`src/hdl/fde_pkg.sv`:
```
// Shared types, constants and helpers for the frame descriptor engine.
package fde_pkg;

    localparam int FDE_MAX_FRAME_LEN  = 4096;
    localparam int FDE_LOG_TABLE_BITS = 10;

    localparam int SAMPLE_W   = 16;
    localparam int ENERGY_W   = 43;
    localparam int ZCR_W      = 17;
    localparam int TEAGER_W   = 33;
    localparam int ENT_W      = 20;
    localparam int RATIO_W    = 24;

    localparam int ENERGY_LSB = 0;
    localparam int ZCR_LSB    = ENERGY_LSB + ENERGY_W;
    localparam int TEAGER_LSB = ZCR_LSB + ZCR_W;
    localparam int ENT_LSB    = TEAGER_LSB + TEAGER_W;
    localparam int JIT_LSB    = ENT_LSB + ENT_W;
    localparam int SHIM_LSB   = JIT_LSB + RATIO_W;
    localparam int FIELDS_W   = SHIM_LSB + RATIO_W;
    localparam int M_TDATA_W  = ((FIELDS_W + 7) / 8) * 8;

    localparam logic [ENERGY_W:0] ENERGY_MAX = {1'b0, {ENERGY_W{1'b1}}};
    localparam logic [ENT_W-1:0]  ENT_MAX    = {ENT_W{1'b1}};
    localparam logic [RATIO_W-1:0] Q816_MAX  = {RATIO_W{1'b1}};
    localparam logic [ZCR_W-1:0]  ZCR_ONE    = 17'h10000;

    typedef enum logic [3:0] {
        ST_IDLE,
        ST_PROD,
        ST_ACC,
        ST_LOG_WAIT,
        ST_MLOG,
        ST_FIN_MUL,
        ST_FIN_LOG,
        ST_DIV_START,
        ST_DIV_WAIT,
        ST_OUT
    } fde_state_t;

    typedef enum logic [2:0] {
        DIV_ZCR,
        DIV_TEAGER,
        DIV_ENT,
        DIV_JIT,
        DIV_SHIM
    } fde_div_sel_t;

    typedef enum logic {
        LOG_SRC_SAMPLE,
        LOG_SRC_SUM
    } fde_log_src_t;

    typedef enum logic [1:0] {
        LOG_IDLE,
        LOG_NORM,
        LOG_SQ
    } fde_log_phase_t;

    typedef struct packed {
        logic         capture;
        logic         prod;
        logic         acc;
        logic         set_ovf;
        logic         log_start;
        fde_log_src_t log_src;
        logic         mlog_mul;
        logic         mlog_add;
        logic         fin_mul;
        logic         ent_log_cap;
        logic         div_start;
        logic         div_cap;
        fde_div_sel_t div_sel;
        logic         out_load;
    } fde_cmd_t;

    typedef struct packed {
        logic full;
        logic last_flag;
        logic log_done;
        logic div_done;
        logic out_busy;
    } fde_status_t;

    function automatic int fde_max(input int a, input int b);
        return (a > b) ? a : b;
    endfunction

endpackage

```
`src/hdl/fde_ctrl.sv`:
```
// Controller: sequences per-sample accumulation and end-of-frame steps.
module fde_ctrl (
    input  logic                 clk,
    input  logic                 rst_n,
    input  logic                 s_tvalid,
    output logic                 s_tready,
    output fde_pkg::fde_cmd_t    cmd,
    input  fde_pkg::fde_status_t status
);

    fde_pkg::fde_state_t   state_reg;
    fde_pkg::fde_state_t   state_next;
    fde_pkg::fde_div_sel_t sel_reg;
    fde_pkg::fde_div_sel_t sel_next;

    always_ff @(posedge clk or negedge rst_n)
    begin
        if (!rst_n)
        begin
            state_reg <= fde_pkg::ST_IDLE;
            sel_reg   <= fde_pkg::DIV_ZCR;
        end
        else
        begin
            state_reg <= state_next;
            sel_reg   <= sel_next;
        end
    end

    always_comb
    begin
        cmd         = '0;
        cmd.log_src = fde_pkg::LOG_SRC_SAMPLE;
        cmd.div_sel = sel_reg;
        s_tready    = 1'b0;
        state_next  = state_reg;
        sel_next    = sel_reg;
        unique case (state_reg)
            fde_pkg::ST_IDLE:
            begin
                s_tready = 1'b1;
                if (s_tvalid)
                begin
                    cmd.capture = 1'b1;
                    state_next  = fde_pkg::ST_PROD;
                end
            end
            fde_pkg::ST_PROD:
            begin
                if (status.full)
                begin
                    cmd.set_ovf = 1'b1;
                    state_next  = status.last_flag ? fde_pkg::ST_FIN_MUL : fde_pkg::ST_IDLE;
                end
                else
                begin
                    cmd.prod   = 1'b1;
                    state_next = fde_pkg::ST_ACC;
                end
            end
            fde_pkg::ST_ACC:
            begin
                cmd.acc       = 1'b1;
                cmd.log_start = 1'b1;
                state_next    = fde_pkg::ST_LOG_WAIT;
            end
            fde_pkg::ST_LOG_WAIT:
            begin
                if (status.log_done)
                begin
                    cmd.mlog_mul = 1'b1;
                    state_next   = fde_pkg::ST_MLOG;
                end
            end
            fde_pkg::ST_MLOG:
            begin
                cmd.mlog_add = 1'b1;
                state_next   = status.last_flag ? fde_pkg::ST_FIN_MUL : fde_pkg::ST_IDLE;
            end
            fde_pkg::ST_FIN_MUL:
            begin
                cmd.fin_mul   = 1'b1;
                cmd.log_start = 1'b1;
                cmd.log_src   = fde_pkg::LOG_SRC_SUM;
                state_next    = fde_pkg::ST_FIN_LOG;
            end
            fde_pkg::ST_FIN_LOG:
            begin
                if (status.log_done)
                begin
                    cmd.ent_log_cap = 1'b1;
                    sel_next        = fde_pkg::DIV_ZCR;
                    state_next      = fde_pkg::ST_DIV_START;
                end
            end
            fde_pkg::ST_DIV_START:
            begin
                cmd.div_start = 1'b1;
                state_next    = fde_pkg::ST_DIV_WAIT;
            end
            fde_pkg::ST_DIV_WAIT:
            begin
                if (status.div_done)
                begin
                    cmd.div_cap = 1'b1;
                    state_next  = fde_pkg::ST_DIV_START;
                    unique case (sel_reg)
                        fde_pkg::DIV_ZCR:    sel_next = fde_pkg::DIV_TEAGER;
                        fde_pkg::DIV_TEAGER: sel_next = fde_pkg::DIV_ENT;
                        fde_pkg::DIV_ENT:    sel_next = fde_pkg::DIV_JIT;
                        fde_pkg::DIV_JIT:    sel_next = fde_pkg::DIV_SHIM;
                        fde_pkg::DIV_SHIM:   state_next = fde_pkg::ST_OUT;
                        default:             state_next = fde_pkg::ST_OUT;
                    endcase
                end
            end
            fde_pkg::ST_OUT:
            begin
                if (!status.out_busy)
                begin
                    cmd.out_load = 1'b1;
                    state_next   = fde_pkg::ST_IDLE;
                end
            end
            default:
            begin
                state_next = fde_pkg::ST_IDLE;
            end
        endcase
    end

endmodule

```
`config.mk`:
```
export PLATFORM = sky130hd
export DESIGN_NAME = fde_ctrl
export DESIGN_NICKNAME = d
export VERILOG_FILES = /design/src/hdl/fde_pkg.sv /design/src/hdl/fde_ctrl.sv
export SDC_FILE = /design/constraint.sdc
export NUM_CORES = 1
export LEC_CHECK = 0
export BUFFER_PORTS_ARGS = -buffer_cell sky130_fd_sc_hd__buf_2
export CAP_MARGIN = 20
export CORE_MARGIN = 2
export CORE_UTILIZATION = 30
export DETAILED_ROUTE_END_ITERATION = 8
export PLACE_DENSITY = 0.65
export SLEW_MARGIN = 5
export SYNTH_ARGS = -nofsm -noshare
export SYNTH_HDL_FRONTEND = slang
export SYNTH_SLANG_ARGS = --single-unit
export TNS_END_PERCENT = 50
```
`constraint.sdc`:
```
create_clock -name clk -period 1.55 [get_ports clk]
set_input_delay 0.155 -clock clk [delete_from_list [all_inputs] [get_ports clk]]
set_output_delay 0.155 -clock clk [all_outputs]
set_load 0.02 [all_outputs]
```
==> results.cfg, run 1 <==
[status]
outcome = finished with violations
violations = negative setup slack

[detailed_routing]
drt_first_iter_violations = 29
drtPass1Iterations = 4
drtAntennaViolNets = 0
post_drt_wl_per_cell_um = 13.8
wl_mm = 2.13
routed_via_density = 5.29
num_vias = 815
drc = 0

[sta]
finalHoldViolCount = 0
slew_viol_final = 0
tns_ps = -95.5
fin_crit_ps = 1600
rsz0062_at_grt = true
fmax_mhz = 623
tightestPinTransition_ps = 385
relSlewSlack_pct = 74.3
fin_crit_sh_pct = 103
post-route-worst-setup-slack_ps = -54.1
setup_viol = 6
finClkSkew_ps = 3.15

[global_route]
grt_pass1_wl_mm = 3.38
grt_max_degree = 11
grt_overflow = 0
grtUsageMet1_pct = 21.0
grt_pass1_vias = 779
grt_use_met2_pct = 27.7
antenna_found_initial = 0
grt_util_met3_pct = 5.56
grt_usage_pct = 17.5
grt.busiest_layer = met2

[place]
port_buffers = 24
preCtsSetupSlack_ps = -1.67
dp_hpwl_mm = 1.33
dp_cells = 138
place_congestion = 0.876

[yosys]
netlist_area_um2 = 668
syn-num-nets = 90
avgSynthCellArea_um2 = 8.15
synth_top_area_share_pct = 26.2
yosysUniqueCellTypes = 35
synth_cells = 82
ys_top_cells_by_area = dfrtp_1 26%, a21oi_1 6.0%, nor3_1 5.2%
synth_top_area_cell = dfrtp_1
synth-warning-count = 0
synth_seq_cells = 7
yosysSeqAreaShare_pct = 26.2
async_flop_share_pct = 100
synth_edf_count = 0
ys.flop_type = dfrtp_1

[pwr]
clkPwrFrac_pct = 7.5
internal_power_mw = 1.18
powerDensity_nw_per_um2 = 2120
sequentialPowerShare_pct = 18.1
comb_power_share_pct = 74.4
p_sw_share_pct = 47.9
static-leakage-power_nw = 0.518
vdd_ir_drop_max_v = 0.000782
switchingPower_mw = 1.09

[setup_path]
crit_required_ps = 1390
timing.rr.end = state_reg[3]
crit_fanout = 10
reg2reg_depth = 7
worstSetupStartpointType = register
timing.rr.start = state_reg[1]
worst-setup-path-type = register to output port
path_cells = nor4b_4, buf_4, and2_4, buf_6
worst-path-buf-inv = 2
crit_family = flip-flops
worstSetupEndpointType = output port
slowest_delay_ps = 490
reg2reg_slack_ps = -20
cpMaxStageDelayCell = dfrtp_2
worst_ep_arrival_time_ps = 1450

[cts]
cts_tree = done
cts_sinks = 7
htreeDepth = 1
cts-root-buf = clkbuf_4
worstSkewPairLatency_ps = 260
clk_path_buf_depth = 2
clk_pin_slew_ps = 50
cts_buffers = 3

[floorplanning]
num_rows = 17
die_height_um = 51.2
pin_count = 25
die-width_um = 51.2
die-area_um2 = 2620
core_area_um2 = 2150
start_util_pct = 31.1

[run]
cap_violations = 0

[hold_path]
hold_path_class = input port to asynchronous set/reset pin

[final_layout]
diodes = 0
area_growth_pct = 60.3
layout_commonest_cell = buf_2
finalCoreUtilization_pct = 49.9
mostFrequentLayoutCells = 20 x buf_2, 17 x buf_4, 8 x buf_6
largest_reg_flops = 4
final_cells = 154
finalNetCount = 135
drive_above_1_share_pct = 55.6
n_fill_cell = 205
[stage by stage]
stage,cell area [µm²],power [mW],hold WS (ps)
after floorplan,673,1.31,-141
after global placement,862,1.65,-0.0460
after detailed placement,862,1.66,-1.80
after CTS,1020,2.10,252
after global routing,1070,2.41,269
final,1070,2.27,253
[final cells by class]
cell class | instances | area (µm²) | share of cell area (%)
Sequential cell | 7 | 179 | 16.7
Timing Repair Buffer | 46 | 328 | 30.6
Multi-Input combinational cell | 61 | 473 | 44.2
Tap cell | 28 | 35.0 | 3.27
Clock buffer | 4 | 26.3 | 2.45
Inverter | 8 | 30.0 | 2.80
[kinds of logic after synthesis]
group           count (synthesis)  share of synthesized area [%]
buf+inv                        14                           10.7
simple gates                   37                           37.5
mux                             1                           1.50
flops                           7                           26.2
compound gates                 23                           24.2
[cell usage after synthesis (3+ instances only)]
cell type / n
buf_2: 3
nor3_1: 7
and2_1: 3
nand2b_1: 4
inv_1: 8
a21oi_1: 8
nand2_1: 3
o21ai_0: 3
dfrtp_1: 7
nor2b_1: 3
nor2_1: 5
[power by group through the flow]
stage,Sequential (mW),Clock (mW),Combinational [mW]
after global routing,0.422,0.192,1.80
final,0.411,0.171,1.69
after floorplan,0.376,0,0.938
after detailed placement,0.404,0,1.26
after CTS,0.395,0.175,1.53
after global placement,0.399,0,1.25
[worst max-delay path by stage]
stage,start,endpoint,slack [ps],cells after the start
finish,state_reg[0],cmd[4],-50,4
global route,state_reg[3],cmd[10],-130,4
CTS,state_reg[0],cmd[4],-20,4
detailed placement,state_reg[1],sel_reg[1],-2,4
global placement,state_reg[1],sel_reg[1],50,4
floorplan,state_reg[0],cmd[0],10,3
[per-layer routing]
layer / routed length, µm / up-vias / share of wire, %
met5: 0 / - / 0
met4: 42 / 0 / 2.0
met3: 139 / 5 / 6.5
met2: 1120 / 31 / 53
met1: 822 / 392 / 39
li1: - / 387 / -
[timing repair]
action                                  in CTS  in global routing
buffers inserted                             9                  1
endpoints found under the setup margin      15                 19
gates cloned                                 1                  0
endpoints found under the hold margin        7                  0
hold buffers                                 1                  0
resized for setup                           19                 11
pin swaps                                    7                  1
(Power assumes the default switching activity.)
==> run 2, diff against run 1 <==
==> constraint.sdc (replaced) <==
create_clock -name clk -period 1.55 [get_ports clk]
set_input_delay 0.2325 -clock clk [delete_from_list [all_inputs] [get_ports clk]]
set_output_delay 0.2325 -clock clk [all_outputs]
set_load 0.02 [all_outputs]
==> run 2 against run 1 <==
- the run still ends with negative setup slack left
- via count fell by 3.2%
- largest power group unchanged
- sequential cell count did not move
- register-to-register slack got worse by 60 ps
- cell area rose by 1.6%
- clock skew fell by 2.6 ps
- critical path depth rose by 1
==> results.cfg, run 2 (synthesized netlist as in run 1, its figures left out) <==
[final_layout]
n_fill_cell = 201
area_growth_pct = 62.9
regArea_um2 = 179
largest_reg_flops = 4
final_cells = 153
finalNetCount = 134
stdcell_area_um2 = 1090
mostFrequentLayoutCells = 19 x buf_4, 17 x buf_2, 8 x buf_6
drive_above_1_share_pct = 60.0
diodes = 0
multi_input_comb_area_um2 = 489
layout_commonest_cell = buf_4
finalCoreUtilization_pct = 50.7

[global_route]
grt_usage_pct = 17.5
antenna_found_initial = 0
grt_overflow = 0
grt_pass1_vias = 702
grt_pass1_wl_mm = 3.30
grt_max_degree = 13

[pwr]
total_power_mw = 2.25
powerDensity_nw_per_um2 = 2070
static-leakage-power_nw = 0.514
vdd_ir_drop_max_v = 0.000768

[detailed_routing]
drtPass1Iterations = 4
num_vias = 789
routed_via_density = 5.16
drc = 0
post_drt_wl_per_cell_um = 13.9
drtAntennaViolNets = 0
wl_mm = 2.13
drt_first_iter_violations = 9

[sta]
fin_crit_ps = 1630
finalHoldViolCount = 0
tightestPinTransition_ps = 349
finClkSkew_ps = 0.581
post-route-worst-setup-slack_ps = -84.9
fin_crit_sh_pct = 105
slew_viol_final = 0
setup_viol = 12
rsz0062_at_grt = true
relSlewSlack_pct = 76.7
fmax_mhz = 612

[setup_path]
crit_required_ps = 1690
worst-setup-path-type = register to register
crit_fanout = 4
worst_ep_arrival_time_ps = 1770
reg2reg_slack_ps = -80
worstSetupStartpointType = register
worstSetupEndpointType = register

[cts]
htreeDepth = 1
cts_sinks = 7
cts_tree = done
clk_pin_slew_ps = 50
cts-root-buf = clkbuf_4
worstSkewPairLatency_ps = 260
clk_path_buf_depth = 2
cts_buffers = 3

[place]
dp_cells = 137
port_buffers = 24
preCtsSetupSlack_ps = -11.9
dpl_cell_area_um2 = 855
place_congestion = 0.892
dp_hpwl_mm = 1.37

[floorplanning]
core_area_um2 = 2150
num_rows = 17
die-area_um2 = 2620
pin_count = 25
start_util_pct = 31.1
die_height_um = 51.2
die-width_um = 51.2

[run]
cap_violations = 0

[status]
violations = negative setup slack
outcome = finished with violations

[hold_path]
hold_path_class = input port to asynchronous set/reset pin
run 2: changes by cell type in the layout (fill, tap and decap cells not counted), sizes merged:
cell	delta
buf	-1
clkbuf	-1
clkinv	+1
run 2: layout make-up:
class / instances / area share [%]
Clock buffer: 3 / 2.07
Clock inverter: 1 / 0.460
Inverter: 8 / 2.76
Multi-Input combinational cell: 61 / 44.9
Sequential cell: 7 / 16.4
Tap cell: 28 / 3.22
Timing Repair Buffer: 45 / 30.1
run 2: per-layer routing:
layer	track usage, %	part of all wire [%]	vias up
li1	-	-	389
met4	6.76	1.1	0
met1	20.7	43	380
met5	0	0	-
met3	5.26	3.6	5
met2	29.4	52	15
run 2: power breakdown:
group / internal, mW / switching (mW)
registers: 0.273 / 0.141
clock network: 0.0947 / 0.0756
logic: 0.792 / 0.873
total: 1.16 / 1.09
run 2: critical path: stages (launching register included):
cell and delay [ps]:
dfrtp_2 440, buf_4 140, nor4b_2 310, o21bai_2 110, and2_4 180, a311o_1 340
run 2: final timing paths:
kind | start | end | depth (start not counted)
setup / recovery | state_reg[2] | sel_reg[1] | 5
hold / removal | rst_n | state_reg[3] | 2
setup reg to reg | state_reg[2] | sel_reg[1] | 5
hold reg to reg | sel_reg[1] | sel_reg[2] | 1
max in group asynchronous | rst_n | state_reg[0] | 2
min in group clk | status[2] | state_reg[2] | 3
run 2: timing repair:
| item | in CTS | in global routing |
|---|---|---|
| hold endpoints to repair | 7 | 0 |
| hold buffers | 1 | 0 |
| cloned | 0 | 1 |
| pin swaps | 6 | 4 |
| setup buffers | 9 | 1 |
| gates resized for setup | 23 | 17 |
| endpoints found under the setup margin | 15 | 21 |
run 2: per-stage QoR:
| stage | hold WS (ps) | setup TNS, ps |
|---|---|---|
| floorplan | -63.1 | -126 |
| global placement | 80.1 | 0 |
| detailed placement | 77.9 | -11.9 |
| CTS | 326 | -239 |
| global route | 339 | -1570 |
| finish | 340 | -436 |
==> run 3, diff against run 2 <==
PLACE_DENSITY = 0.62   (was 0.65)
==> run 3 against run 2 <==
- the run still ends with negative setup slack left
- clock power is 2% lower
- wire length is 17% higher
- worst setup slack worse by 50 ps
- sequential share of layout area is 2.4 points lower
- critical path depth is 1 higher
- maximum frequency is 3.0% lower
- die area stayed put
- clock skew is 3.6 ps higher
- clock-buffer cell count is 1 higher
- power is 24% higher
- cell area is 17% higher
- via count is 5.8% higher
==> results.cfg, run 3 (synthesized netlist as in run 1, its figures left out) <==
[sta]
relSlewSlack_pct = 77.2
fin_crit_ps = 1680
fmax_mhz = 594
finClkSkew_ps = 4.23
post-route-worst-setup-slack_ps = -135
finalHoldViolCount = 0
setup_viol = 12
rsz0062_at_grt = true
tightestPinTransition_ps = 342
slew_viol_final = 0
fin_crit_sh_pct = 109

[status]
violations = negative setup slack
outcome = finished with violations

[pwr]
vdd_ir_drop_max_v = 0.000888
powerDensity_nw_per_um2 = 2190
static-leakage-power_nw = 0.574

[cts]
cts_tree = done
worstSkewPairLatency_ps = 250
htreeDepth = 1
clk_path_buf_depth = 2
cts-root-buf = clkbuf_4
clk_pin_slew_ps = 50
cts_sinks = 7
cts_buffers = 3

[detailed_routing]
post_drt_wl_per_cell_um = 15.5
drtAntennaViolNets = 0
num_vias = 835
drt_first_iter_violations = 24
drc = 0
routed_via_density = 5.22
wl_mm = 2.48
drtPass1Iterations = 4

[floorplanning]
die_height_um = 51.2
die-area_um2 = 2620
start_util_pct = 31.1
pin_count = 25
core_area_um2 = 2150
die-width_um = 51.2
num_rows = 17

[global_route]
grtUsageMet1_pct = 19.4
grt_usage_pct = 16.6
grt_overflow = 0
grt.busiest_layer = met2
grt_max_degree = 11
grt_pass1_vias = 761
antenna_found_initial = 0
grt_use_met2_pct = 30.1
grt_pass1_wl_mm = 3.28
grt_util_met3_pct = 4.68

[final_layout]
final_cells = 160
diodes = 0
stdcell_area_um2 = 1270
mostFrequentLayoutCells = 26 x buf_4, 15 x buf_6, 10 x buf_2
area_growth_pct = 90.6
largest_reg_flops = 4
layout_commonest_cell = buf_4
regArea_um2 = 179
multi_input_comb_area_um2 = 577
finalNetCount = 141
drive_above_1_share_pct = 65.2
n_fill_cell = 175

[setup_path]
worstSetupStartpointType = register
worstSetupEndpointType = output port
cp_common_cell = buf_6
reg2reg_slack_ps = -60
cpMaxStageDelayCell = dfrtp_2
crit_required_ps = 1320
crit_fanout = 6
timing.rr.end = sel_reg[1]
reg2reg_depth = 6
slowest_delay_ps = 450
worst_ep_arrival_time_ps = 1450
path_cells = buf_6, nor2_4, inv_4, nor3_4, and2_4, buf_6
worst-setup-path-type = register to output port
timing.rr.start = state_reg[2]

[place]
place_congestion = 0.846
dp_cells = 138
port_buffers = 24
dpl_cell_area_um2 = 862
dp_hpwl_mm = 1.40

[run]
cap_violations = 0

[hold_path]
hold_path_class = input port to asynchronous set/reset pin
run 3: cell types whose count changed in the layout (fill, tap and decap cells not counted), moves of 2 or more:
| cell | delta |
|---|---|
| a21oi_1 | +2 |
| a21oi_2 | -2 |
| nor3_1 | -4 |
| buf_6 | +7 |
| nand2b_4 | +2 |
| nor3_4 | +3 |
| buf_2 | -7 |
| buf_4 | +7 |
| nor2_4 | +2 |
run 3: layer usage:
layer | share of wire, % | vias to the layer above
met1 | 41 | 421
li1 | - | 395
met3 | 3.8 | 2
met5 | 0 | -
met4 | 0.44 | 0
met2 | 55 | 17
run 3: timing repair:
item / 4_1_cts / 5_1_grt
resized for setup: 32 / 37
setup buffers: 9 / 8
endpoints found under the setup margin: 17 / 21
pin swaps: 7 / 13
hold buffers: 1 / 0
endpoints found under the hold margin: 7 / 0
run 3: power breakdown:
part	total, mW	switching (mW)	internal [mW]
Combinational	2.24	1.15	1.09
Clock	0.166	0.0679	0.0983
Sequential	0.382	0.108	0.274
Total	2.79	1.33	1.46
run 3: worst max-delay path: cells and delay by family, from the launching register on:
family                 cells  cell delay (ps)
DFF                        1              450
and+or+nand+nor            3              420
buffers and inverters      3              320
run 3: layout make-up:
| class | instances | area share (%) |
|---|---|---|
| Multi-Input combinational cell | 61 | 45.3 |
| Inverter | 8 | 2.55 |
| Clock buffer | 4 | 2.06 |
| Timing Repair Buffer | 52 | 33.3 |
| Sequential cell | 7 | 14.0 |
| Tap cell | 28 | 2.75 |
run 3: stage by stage:
stage               hold slack [ps]  total power [mW]  setup WS (ps)  setup TNS [ps]  util (%)
floorplan                     -63.1              1.31          -63.8            -126         -
global placement               78.3              1.67           41.2               0      40.1
detailed placement             77.1              1.69          0.189               0      40.1
CTS                             352              2.25          -84.3            -353      50.4
global route                    353              2.95           -186           -1340      59.3
finish                          346              2.79           -135            -552      59.3
run 3: worst max-delay path by stage:
stage / from / endpoint / depth (start not counted)
CTS: state_reg[2] / cmd[4] / 4
global placement: state_reg[2] / state_reg[3] / 5
floorplan: state_reg[0] / cmd[0] / 3
detailed placement: state_reg[2] / state_reg[2] / 5
finish: state_reg[2] / cmd[15] / 6
global route: state_reg[2] / cmd[15] / 6
